==> config.mk <==
export PLATFORM = sky130hd
export DESIGN_NAME = sitab_lane
export DESIGN_NICKNAME = d
export VERILOG_FILES = /design/src/rtl/core/sitab_pkg.sv /design/src/rtl/core/sitab_lane.sv
export SDC_FILE = /design/constraint.sdc
export NUM_CORES = 1
export LEC_CHECK = 0
export BUFFER_PORTS_ARGS = -buffer_cell sky130_fd_sc_hd__buf_2
export CAP_MARGIN = 5
export CORE_ASPECT_RATIO = 0.8
export CORE_MARGIN = 10
export CORE_UTILIZATION = 40
export DETAILED_ROUTE_END_ITERATION = 6
export PLACE_DENSITY = 0.52
export SYNTH_ARGS = -nofsm -noshare
export SYNTH_HDL_FRONTEND = slang
export SYNTH_SLANG_ARGS = --single-unit
export TNS_END_PERCENT = 50
==> constraint.sdc <==
create_clock -name clk -period 3.05 [get_ports clk]
set_clock_uncertainty 0.05 [all_clocks]
set_input_delay 0.4575 -clock clk [delete_from_list [all_inputs] [get_ports clk]]
set_output_delay 0.4575 -clock clk [all_outputs]
set_load 0.01 [all_outputs]
==> src/rtl/core/sitab_pkg.sv <==
// Shared constants, types and control structs for the symbol intern table.
`default_nettype none
package sitab_pkg;

    localparam int TABLE_ENTRIES = 256;
    localparam int LANES         = 32;
    localparam int BANK_DEPTH    = TABLE_ENTRIES / LANES;
    localparam int LANE_W        = $clog2(LANES);
    localparam int STEP_W        = $clog2(BANK_DEPTH);
    localparam int INDEX_W       = $clog2(TABLE_ENTRIES);
    localparam int COUNT_W       = INDEX_W + 1;
    localparam int KEY_W         = 64;
    localparam int ID_W          = 16;
    localparam int CHAR_W        = 8;
    localparam int NUM_CHARS     = KEY_W / CHAR_W;

    localparam logic [CHAR_W-1:0] BLANK_SPACE = 8'h20;
    localparam logic [CHAR_W-1:0] BLANK_NUL   = 8'h00;

    typedef enum logic [1:0] {
        ST_IDLE,
        ST_SCAN,
        ST_DRAIN,
        ST_RESOLVE
    } state_t;

    typedef struct packed {
        logic              rd_en;
        logic [STEP_W-1:0] rd_addr;
        logic [STEP_W-1:0] wr_addr;
        logic [KEY_W-1:0]  wr_data;
    } lane_ctrl_t;

    typedef struct packed {
        logic              clear;
        logic              en;
        logic [STEP_W-1:0] step;
    } merge_ctrl_t;

endpackage
`default_nettype wire

==> src/rtl/core/sitab_lane.sv <==
// One search lane: a bank of stored keys, registered read and key compare.
`default_nettype none
module sitab_lane
    import sitab_pkg::*;
(
    input  wire logic             clk,
    input  wire logic             rst_n,
    input  wire lane_ctrl_t       ctrl,
    input  wire logic             wr_en,
    input  wire logic             in_use,
    input  wire logic [KEY_W-1:0] key,
    output logic                  hit
);

    logic [KEY_W-1:0] bank_reg [BANK_DEPTH];
    logic [KEY_W-1:0] rd_data_reg;
    logic             valid_reg;

    always_ff @(posedge clk)
    begin
        if (wr_en)
        begin
            bank_reg[ctrl.wr_addr] <= ctrl.wr_data;
        end
        if (ctrl.rd_en)
        begin
            rd_data_reg <= bank_reg[ctrl.rd_addr];
        end
    end

    always_ff @(posedge clk or negedge rst_n)
    begin
        if (!rst_n)
        begin
            valid_reg <= 1'b0;
        end
        else
        begin
            valid_reg <= ctrl.rd_en & in_use;
        end
    end

    assign hit = valid_reg && (rd_data_reg == key);

endmodule
`default_nettype wire

# After elaboration in Yosys (flattened, before gate mapping)

Memory sizes are Yosys's and may differ from the RTL's. A register that Yosys moved wholly into a read port is not among the register bits.
Cells that the tools add are included.

Equal/unequal tests: 1
Mux-type cells: 2
Bitwise logic cells: 1
Reductions and logical operators: 1

Operators with widths:

| cell              | number |
|---|---|
| 64-bit == test    | 1 |
| 1-bit two-way mux | 2 |
| 1-bit AND         | 1 |
| 1-bit logical AND | 1 |

Bits in registers: 1
Bits in writable memories: 512
Bits of input ports: 139
Output and inout port bits: 1
Word-level logic and storage cells: 7
Memories: 1

Memories:

| memory   | words | width | read ports | clocked after memory_dff | wr ports | line             | RTL |
|---|---|---|---|---|---|---|---|
| bank_reg | 8     | 64    | 1          | 1                        | 1        | sitab_lane.sv:15 | `logic [KEY_W-1:0] bank_reg [BANK_DEPTH];` |

# Logic depth before layout (Yosys ltp)

Word-level depth: 2
Depth in mapped cells: 5

# Worst setup path after synthesis

Ideal clock, no wire load.

Path kind: input to register
Start: input ctrl[66] (netlist bit)
End: memory bank_reg[0][0], enable pin
Library setup time: 0.565 ns
Arrival: 4.988 ns
Setup slack: -2.553 ns
Cell stages on the path: 2
Path buffers: 0
Cell sequence: nand2b_1 -> nor3_1

RTL lines:

| what        | line             | RTL |
|---|---|---|
| from (decl) | sitab_lane.sv:8  | `input wire lane_ctrl_t ctrl,` |
| to (decl)   | sitab_lane.sv:15 |  |

No word-level cell before the write port.

# Final worst setup path

Start: register rd_data_reg[38], read port of bank_reg
End: output hit

Cells in the longest elaborated chain, start to end: 2

Ends and longest elaborated chain:

| what              | line             | RTL |
|---|---|---|
| from (decl)       | sitab_lane.sv:16 | `logic [KEY_W-1:0] rd_data_reg;` |
| 64-bit == test    | sitab_lane.sv:43 | `assign hit = valid_reg && (rd_data_reg == key);` |
| 1-bit logical AND | sitab_lane.sv:43 |  |
| to (decl)         | sitab_lane.sv:12 | `output logic hit` |

Every way passes these cells.

==> flow_summary.toml <==
[outcome]
status = "finished, violations left"
violations_in_the_final_reports = "setup timing"

[drt]
route.vias.total = 9745
remaining_drc_errors = 0
final_antenna_net_count = 0
wl_per_cell_um = 27.2
postRouteWirelength_um = 50200
drt-pass1-iter-count = 4
drt_iter0_drc = 867
vias_per_cell = 5.28

[setup_path]
end_kind = "output port"
worst-path-buf-inv = 2
r2r-end = "rd_data_reg[9]"
cp.arrival_ns = 3.04
worstSetupPathDepth = 7
crit_path_start = "rd_data_reg[38]"
critPathTopFamily = "simple AND/OR/NAND/NOR gates"
r2r_slack_ns = 1.58
cp_cell_sequence = "xnor2_4 -> nand4_1 -> nor4_4 -> nand2_1 -> nor4_1 -> buf_4 -> buf_6"
cp_data_required_time_ns = 2.54
largest_stage_delay_worst_path_ns = 0.55
worst-path-max-fanout = 2
timing.reg2reg.worst_path_depth = 2
critical_path.reg2reg.startpoint = "bank_reg[3][9]"
critical_path.slowest_cell = "sky130_fd_sc_hd__nand4_1"
critical_path_class = "reg2out"
critical_path.startpoint_type = "flip-flop"

[cts]
clock_buffer_count_from_cts = 57
cts.sinks = 577
clock_latency_ns = 0.60
clkSlewWorstSetupHoldPaths_ns = 0.06
tritoncts_clock_tree = "built"
clockBufferDepth = 3
clockRootBuffer = "sky130_fd_sc_hd__clkbuf_16"
cts_max_level = 2

[placed_design]
dp.final_hpwl_um = 28800
io_buffer_count = 139
dpl-instance-area_sq_um = 23800
gp_congestion = 0.715
dp_cells = 1741

[floorplanning]
floorplan.die_area_sq_um = 64600
die_height_um = 229
coreArea_sq_um = 54000
floorplan.die.width_um = 282
top_level_i_o_count = 140
initial_core_util_pct = 40.6
placementRows = 76

[power_and_ir_drop]
power_consumption_mw = 16.8
ir_worst_vdd_mv = 0.390
power_density_relative_to_cell_area_nw_per_um2 = 657
cellLeakagePower_nw = 8.20

[logic_synthesis]
netlist_instances = 909
number_of_register_bits_inferred_by_synthesis = 577
synth_simple_gate_area_share_pct = 0.850
postSynthAreaPerCell_sq_um = 24.1
post_synthesis_sequential_area_ratio_pct = 79.0
yosysWarningCount = 0
yosys-mux-area-fraction_pct = 16.4
mappedNetlistNets = 1048
synth_fa_ha_area_share_pct = 0
yosys.cell_types.count = 27
syn_area_sq_um = 21900
post_synth_xor_area_fraction_pct = 2.36
synth_area_in_compound_gates_pct = 0.234
combinational_family_with_the_most_area_after_synthesis = "multiplexers"

[grt]
maximum_number_of_pins_on_one_net_before_global_route_repair = 79
initial_antenna_violation_count = 8
number_of_global_route_vias_before_repair = 10200
global_route_wire_length_before_repair_um = 73000
total_global_routing_overflow = 0
track_usage_pct = 15.6

[sta]
min_period_ns = 3.54
fmax_ghz = 0.282
fin_ws_ns = -0.495
setup-violations-final = 1
hold_viol_final = 0
final-max-slew-violation-count = 0
post-route-period-util_pct = 116
worst-slew-pin-transition_ns = 0.624
slew_headroom_pct = 58.1
grt_setup_unrepaired = "true"

[min_path]
timing.hold.worst.start = "ctrl[28]"
hold_ep = "bank_reg[5][28]"
worst_hold_path_type = "in2reg"
min_path_cells = 1

[layout]
nets = 1239
largest_register_ffs = 512
drive_above_1_share_pct = 38.2
finish.cell_count_without_fillers = 1847
final_area_sq_um = 25600
area_growth_syn_to_layout_pct = 16.7

[flow_run]
max_capacitance_violation_count = 0
cells in the mapped netlist (all sizes together):
master | count | area, sq um
o2bb2ai | 1 | 8.76
nor3 | 2 | 10.0
buf | 26 | 195
dfrtp | 1 | 25.0
nand4 | 13 | 81.3
mux4 | 128 | 2880
a221oi | 1 | 8.76
o22ai | 1 | 6.26
clkbuf | 9 | 33.8
nor2 | 6 | 22.5
nand3 | 1 | 5.00
a21oi | 1 | 5.00
o2111ai | 1 | 8.76
a2111oi | 1 | 8.76
xor2 | 6 | 52.6
edfxtp | 576 | 17300
mux2 | 64 | 721
and2 | 1 | 6.26
inv | 5 | 18.8
nand2b | 3 | 18.8
nand2 | 3 | 11.3
o21ai | 1 | 5.00
nor4 | 5 | 31.3
xnor2 | 53 | 464
cell type report:
class | instances | area, sq um
tap | 702 | 878
antenna | 2 | 5.00
clock buffer | 80 | 1590
timing repair buffer | 167 | 1150
sequential | 577 | 17300
multi-input combinational | 292 | 4460
inverter | 5 | 18.8
clock inverter | 22 | 171
fill | 4476 | 28400
routing by layer:
metal	part of all wire, %	global-route usage, %	wire length, um
met4	1.6	3.57	823
met5	0.12	0	62
met3	5.6	3.68	2790
met2	46	23.4	22900
met1	47	22.8	23600
cell families (layout without fill, tap and decap cells):
logic type	Yosys count	in the layout
other	0	2
and+or+nand+nor	34	34
muxes	192	192
xor gates and xnor gates	59	59
DFF	577	577
buffers and inverters	40	274
AOI/OAI and AO/OA	7	7
through the flow:
step / setup TNS (ns) / setup slack [ns] / hold WS, ns / utilization (%)
floorplan: -345.30 / -0.835 / 0.112 / -
global placement: -0.942 / -0.942 / 0.185 / 44.0
detailed placement: -0.899 / -0.899 / 0.188 / 44.0
CTS: -0.586 / -0.586 / 0.0289 / 47.4
global route: -0.525 / -0.525 / 0.0595 / 47.4
finish: -0.495 / -0.495 / 0.0721 / 47.4
worst max path at each step:
stage,to
2_1_floorplan,bank_reg[1][0]
3_3_place_gp,hit
3_5_place_dp,hit
4_1_cts,hit
5_1_grt,hit
6_report,hit
where the power goes:
group	switching (mW)	leakage [nW]	internal, mW
sequential	0.0881	5.29	9.06
clock	2.82	0.854	3.84
combinational	0.545	2.06	0.467
total	3.45	8.20	13.4
timing repair:
action | CTS | global route
pin swaps | 5 | 3
hold buffers | 2 | 0
setup endpoints to repair | 1 | 1
cloned | 0 | 0
endpoints found under the hold margin | 2 | 0
gates resized for setup | 6 | 0
buffers inserted | 0 | 0
placed cells by master (no fill, tap or decap), drive strengths merged, types with 2 or more instances in the layout:
master	instances
clkbuf	81
nor2	6
xor2	6
clkinv	18
nor3	2
mux2	64
nor4	5
mux4	128
inv	6
edfxtp	576
xnor2	53
bufinv	3
diode	2
nand2	3
nand4	13
dlygate4sd3	2
nand2b	3
buf	164
Note: power is estimated with default switching activity, not from simulation.
