$ cat src/rtl/core/sitab_pkg.sv
// Shared constants, types and control structs for the symbol intern table.
`default_nettype none
package sitab_pkg;

    localparam int TABLE_ENTRIES = 256;
    localparam int LANES         = 32;
    localparam int BANK_DEPTH    = TABLE_ENTRIES / LANES;
    localparam int LANE_W        = $clog2(LANES);
    localparam int STEP_W        = $clog2(BANK_DEPTH);
    localparam int INDEX_W       = $clog2(TABLE_ENTRIES);
    localparam int COUNT_W       = INDEX_W + 1;
    localparam int KEY_W         = 64;
    localparam int ID_W          = 16;
    localparam int CHAR_W        = 8;
    localparam int NUM_CHARS     = KEY_W / CHAR_W;

    localparam logic [CHAR_W-1:0] BLANK_SPACE = 8'h20;
    localparam logic [CHAR_W-1:0] BLANK_NUL   = 8'h00;

    typedef enum logic [1:0] {
        ST_IDLE,
        ST_SCAN,
        ST_DRAIN,
        ST_RESOLVE
    } state_t;

    typedef struct packed {
        logic              rd_en;
        logic [STEP_W-1:0] rd_addr;
        logic [STEP_W-1:0] wr_addr;
        logic [KEY_W-1:0]  wr_data;
    } lane_ctrl_t;

    typedef struct packed {
        logic              clear;
        logic              en;
        logic [STEP_W-1:0] step;
    } merge_ctrl_t;

endpackage
`default_nettype wire

$ cat src/rtl/core/sitab_merge.sv
// Merges the lane hits of each scan step into a found flag and entry index.
`default_nettype none
module sitab_merge
    import sitab_pkg::*;
(
    input  wire logic               clk,
    input  wire logic               rst_n,
    input  wire merge_ctrl_t        ctrl,
    input  wire logic [LANES-1:0]   hits,
    output logic                    found,
    output logic [INDEX_W-1:0]      index
);

    logic               found_reg;
    logic               found_next;
    logic [INDEX_W-1:0] index_reg;
    logic [INDEX_W-1:0] index_next;
    logic [LANE_W-1:0]  lane_sel;

    always_comb
    begin
        lane_sel = '0;
        for (int i = LANES - 1; i >= 0; i--)
        begin
            if (hits[i])
            begin
                lane_sel = LANE_W'(i);
            end
        end
    end

    always_comb
    begin
        found_next = found_reg;
        index_next = index_reg;
        if (ctrl.clear)
        begin
            found_next = 1'b0;
        end
        else if (ctrl.en && (|hits))
        begin
            found_next = 1'b1;
            index_next = {ctrl.step, lane_sel};
        end
    end

    always_ff @(posedge clk or negedge rst_n)
    begin
        if (!rst_n)
        begin
            found_reg <= 1'b0;
        end
        else
        begin
            found_reg <= found_next;
        end
    end

    always_ff @(posedge clk)
    begin
        index_reg <= index_next;
    end

    assign found = found_reg;
    assign index = index_reg;

endmodule
`default_nettype wire

$ cat config.mk
export PLATFORM = sky130hd
export DESIGN_NAME = sitab_merge
export DESIGN_NICKNAME = d
export VERILOG_FILES = /design/src/rtl/core/sitab_pkg.sv /design/src/rtl/core/sitab_merge.sv
export SDC_FILE = /design/constraint.sdc
export NUM_CORES = 1
export LEC_CHECK = 0
export ABC_AREA = 1
export BUFFER_PORTS_ARGS = -buffer_cell sky130_fd_sc_hd__buf_4
export CAP_MARGIN = 20
export CELL_PAD_IN_SITES_DETAIL_PLACEMENT = 0
export CELL_PAD_IN_SITES_GLOBAL_PLACEMENT = 1
export CORE_AREA = 2 2 56 58
export CTS_BUF_LIST = sky130_fd_sc_hd__clkbuf_2 sky130_fd_sc_hd__clkbuf_4 sky130_fd_sc_hd__clkbuf_8
export CTS_CLUSTER_SIZE = 14
export DETAILED_ROUTE_END_ITERATION = 8
export DIE_AREA = 0 0 58 60
export PLACE_DENSITY = 0.84
export SYNTH_ARGS = -nofsm -noshare
export SYNTH_HDL_FRONTEND = slang
export SYNTH_SLANG_ARGS = --single-unit
$ cat constraint.sdc
create_clock -name clk -period 0.8 [get_ports clk]
set_input_delay 0.16 -clock clk [delete_from_list [all_inputs] [get_ports clk]]
set_output_delay 0.16 -clock clk [all_outputs]
set_load 0.05 [all_outputs]
; After elaboration in Yosys (flattened, before gate mapping)
; Cells that the tools add are included.
; Widths: inputs -> output; s select.
[classes]
muxes = 33
bitwise_logic = 1
n_reduce_logical = 8
[ops]
columns = op, count
row1 = $mux 5, 16
row2 = $mux 4, 8
row3 = $reduce_or 32->1, 1
row4 = $reduce_or 16->1, 1
row5 = $mux 3, 4
row6 = $reduce_or 8->1, 1
row7 = $mux 2, 2
row8 = $reduce_or 4->1, 1
row9 = $mux 1, 3
row10 = $reduce_and 2->1, 1
row11 = $reduce_bool 2->1, 1
row12 = $reduce_or 2->1, 1
row13 = $logic_and 1x1->1, 1
row14 = $not 1->1, 1
[word_totals]
output_inout_bits = 9
wordCells = 49
input_bits = 39
register_bits = 9

; Longest topological paths before layout
[depth]
ltp_word = 31
mapped_depth = 31
ltp_nobuf = 31

; Worst setup path after synthesis
; OpenSTA, ideal clock, no wires.
[synth_path]
kind = input -> register
from = input hits[30]
to = register index_reg[0], in the netlist index[0], data pin
slack_ns = -0.894
stages = 31
t_required_ns = 0.547
t_arrival_ns = 1.440
setup_ns = 0.253
n_path_buf = 0
cell_sequence = inv_1 nand2_1 nand2_1 nand2_1 nand2_1 nand2_1 nand2_1 nand2_1 nand2_1 nand2_1 nand2_1 nand2_1 nand2_1 nand2_1 nand2_1 nand2_1 nand2_1 nand2_1 nand2_1 nand2_1 nand2_1 nand2_1 nand2_1 nand2_1 nand2_1 nand2_1 nand2_1 nand2_1 nand2_1 nand2_1 a21oi_2
[synth_between]
elab_chain_len = 30
[synth_rtl]
columns = element, line_no
row1 = start: declaration, sitab_merge.sv:9  ; input wire logic [LANES-1:0] hits,
row2 = $mux 5 (15 in series), sitab_merge.sv:25  ; if (hits[i])
row3 = $mux 4 (8 in series), sitab_merge.sv:25
row4 = $mux 3 (4 in series), sitab_merge.sv:25
row5 = $mux 2 (2 in series), sitab_merge.sv:25
row6 = $mux 1, sitab_merge.sv:25
row7 = end signal: assignment, sitab_merge.sv:61  ; index_reg <= index_next;
row8 = end: declaration, sitab_merge.sv:16  ; logic [INDEX_W-1:0] index_reg;
; No other way between the ends.
; A chain may end at the register's enable or synchronous reset.

; Worst setup path after layout
[layout_path]
from = input hits[31]
to = register index_reg[0], in the netlist index[0], data pin
[layout_between]
elab_chain_len = 31
[layout_rtl]
columns = element, line_no
row1 = $mux 5 (16 in series), sitab_merge.sv:25
row2 = $mux 4 (8 in series), sitab_merge.sv:25
row3 = $mux 3 (4 in series), sitab_merge.sv:25
row4 = $mux 2 (2 in series), sitab_merge.sv:25
row5 = $mux 1, sitab_merge.sv:25
; No other way between the ends.

==> results.py <==
metrics = {
    "power_and_ir_drop": {
        "irDropWorstVdd_mv": 0.790,
        "power_density_nw_per_um2": 1020,
        "power_leakage_nw": 0.855,
    },
    "route": {
        "num_vias": 951,
        "first_iter_violations": 12,
        "drtPass1Iterations": 4,
        "wl_per_cell_um": 9.72,
        "viasPerCell": 4.10,
        "wl_mm": 2.26,
        "final_antenna_net_count": 0,
        "drc": 0,
    },
    "sta": {
        "tightestPinTransition_ns": 0.252,
        "layout_setup_ws_ns": -0.894,
        "timing.final.max_slew_violations": 0,
        "rsz0062_at_grt": "yes",
        "slew-limit-headroom_pct": 83.0,
        "holdWs_ns": 0.0816,
        "skew_ns": 0,
        "period_needed_ns": 1.69,
        "hold_viol": 0,
        "setup_violations": 23,
        "fmax_mhz": 590,
        "fin_crit_sh_pct": 212,
    },
    "clock_network": {
        "cts_max_level": 1,
        "clk_latency_ns": 0.26,
        "cts_tree": "built",
        "path_clk_slew_ns": 0.06,
        "numCtsBuffers": 3,
        "clkSinkCount": 9,
        "clock_path_buffers": 2,
        "cts_root_buffer": "clkbuf_4",
    },
    "worst_setup_path": {
        "critPathMaxStageDelay_ns": 0.10,
        "crit_required_ns": 0.81,
        "cp-start-kind": "input pin",
        "cpMaxStageDelayCell": "buf_8",
        "cpMostUsedCell": "nand2_1",
        "path_delay_family": "simple AND/OR/NAND/NOR gates",
        "worstSetupEndpointType": "flip-flop",
        "critPathBufInv": 1,
        "arrival_ns": 1.71,
        "critical_path_class": "input pin to flip-flop",
        "crit_fanout": 2,
    },
    "placement": {
        "gp_congestion": 0.709,
        "hpwl_mm": 1.77,
        "place_inst": 221,
        "place_worst_setup_slack_ns": -1.19,
        "dpl_cell_area_sq_um": 1370,
        "io_buffers": 47,
    },
    "finish": {
        "final_layout_size_suffix_gt1_share_pct": 55.3,
        "final_area_sq_um": 1650,
        "syn_to_final_growth_pct": 111,
        "nets": 239,
        "largest_reg_flops": 8,
        "antennaDiodeCount": 0,
        "fin_util_pct": 56.9,
        "fin_cells": 232,
    },
    "global_route": {
        "gr-total-overflow": 0,
        "grt_max_degree": 9,
        "grt_pass1_vias": 1009,
        "grtUsageTotal_pct": 12.9,
        "grt_pass1_wl_mm": 3.62,
        "antenna_found_initial": 0,
    },
    "logic_synthesis": {
        "synth_fp_nets": 160,
        "syn_avg_cell_area_sq_um": 6.47,
        "ys_seq_area_share_pct": 33.9,
        "synth_top_area_share_pct": 30.7,
        "synth.top_cells.by_area": "edfxtp_1 (31%), nand2_1 (21%), inv_1 (13%), bufinv_8 (8.9%), nor2_1 (7.7%)",
        "ys_ff_latch": 9,
        "synthTopCellsByCount": "nand2_1 (43), inv_1 (27), nor2_1 (16)",
        "yosys_warnings": 0,
        "synth-edff-count": 8,
        "synthArstFlopShare_pct": 11.1,
        "synth.most_common_cell": "nand2_1",
        "synth_top_area_cell": "edfxtp_1",
        "netlist_instances": 121,
        "synth-main-ff-cell": "edfxtp_1",
        "synth.distinct_cells": 19,
        "synthesis.area_sq_um": 783,
    },
    "worst_hold_path": {
        "hold_class": "input pin to flip-flop",
    },
    "floorplanning": {
        "die_width_um": 58,
        "io_pins": 48,
        "core.rowCount": 20,
        "design.core.area_sq_um": 2900,
        "dieArea_sq_um": 3480,
        "dieHeight_um": 60,
        "start_util_pct": 27.0,
    },
    "flow_run": {
        "cap_violations": 0,
    },
    "outcome": {
        "violations": "negative setup slack",
        "status": "finished, violations left",
    },
}
where the power goes:
group | switching [W] | internal, W
clock | 0.000150 | 0.000226
sequential | 0.0000165 | 0.000553
combinational | 0.000357 | 0.000386
worst paths after layout:
check | start | endpoint | slack (ns) | cells after the start
setup / recovery | hits[31] | index[0] | -0.89 | 31
hold / removal | ctrl[0] | index[5] | 0.08 | 1
setup reg to reg | found | found | 0.19 | 2
hold reg to reg | found | found | 0.53 | 2
max in group asynchronous | rst_n | found | 0.51 | 2
min in group asynchronous | rst_n | found | 0.21 | 2
worst reg2reg max path, cell delays in order, from the launching register on:
cell and delay (ns):
dfrtp_1 0.39, inv_1 0.06, a21oi_1 0.05
stage by stage:
step | setup TNS, ns | power (W)
final | -10.42 | 0.00169
after floorplan | -6.27 | 0.000879
after global placement | -11.23 | 0.00118
after detailed placement | -11.57 | 0.00119
after global routing | -12.00 | 0.00178
after CTS | -8.48 | 0.00166
kinds of logic (layout without fill, tap and decap cells):
logic type      after synthesis  count (layout)  share of synthesized area [%]
buf+inv                      34             112                           23.3
simple gates                 66              66                           33.1
flops                         9               9                           33.9
compound gates               12              12                           9.75
final cells by class:
type                    count  area, sq um
fillers                   270         1250
repair buffers             74          667
multi-input cells          78          470
flip-flops and latches      9          265
inverters                  34          179
well taps                  33         41.3
clock buffers               4         30.0
repair_timing:
action,in CTS,in global routing
hold buffers,1,0
endpoints found under the hold margin,1,0
endpoints found under the setup margin,23,23
setup buffers,5,4
gates resized for setup,41,14
pin swaps,10,19
placed cells by master, fill, tap and decap left out, drive strengths merged:
| master | instances |
|---|---|
| a21boi | 1 |
| buf | 73 |
| nor3 | 3 |
| or2 | 1 |
| nor2 | 16 |
| dfrtp | 1 |
| o21bai | 1 |
| dlygate4sd3 | 1 |
| bufinv | 3 |
| a31oi | 1 |
| a311oi | 1 |
| nand2 | 43 |
| a21oi | 6 |
| edfxtp | 8 |
| nand3 | 2 |
| o31ai | 1 |
| nor4 | 1 |
| clkbuf | 4 |
| inv | 31 |
| o21ai | 1 |
routing by layer:
metal	GRT usage, %	part of all wire, %	routed length (um)
met5	0	0	0
met4	6.31	0	0
met3	0.649	3.7	84
met2	27.1	61	1370
met1	12.6	36	806
No activity file was read; power rests on OpenSTA's default activity.
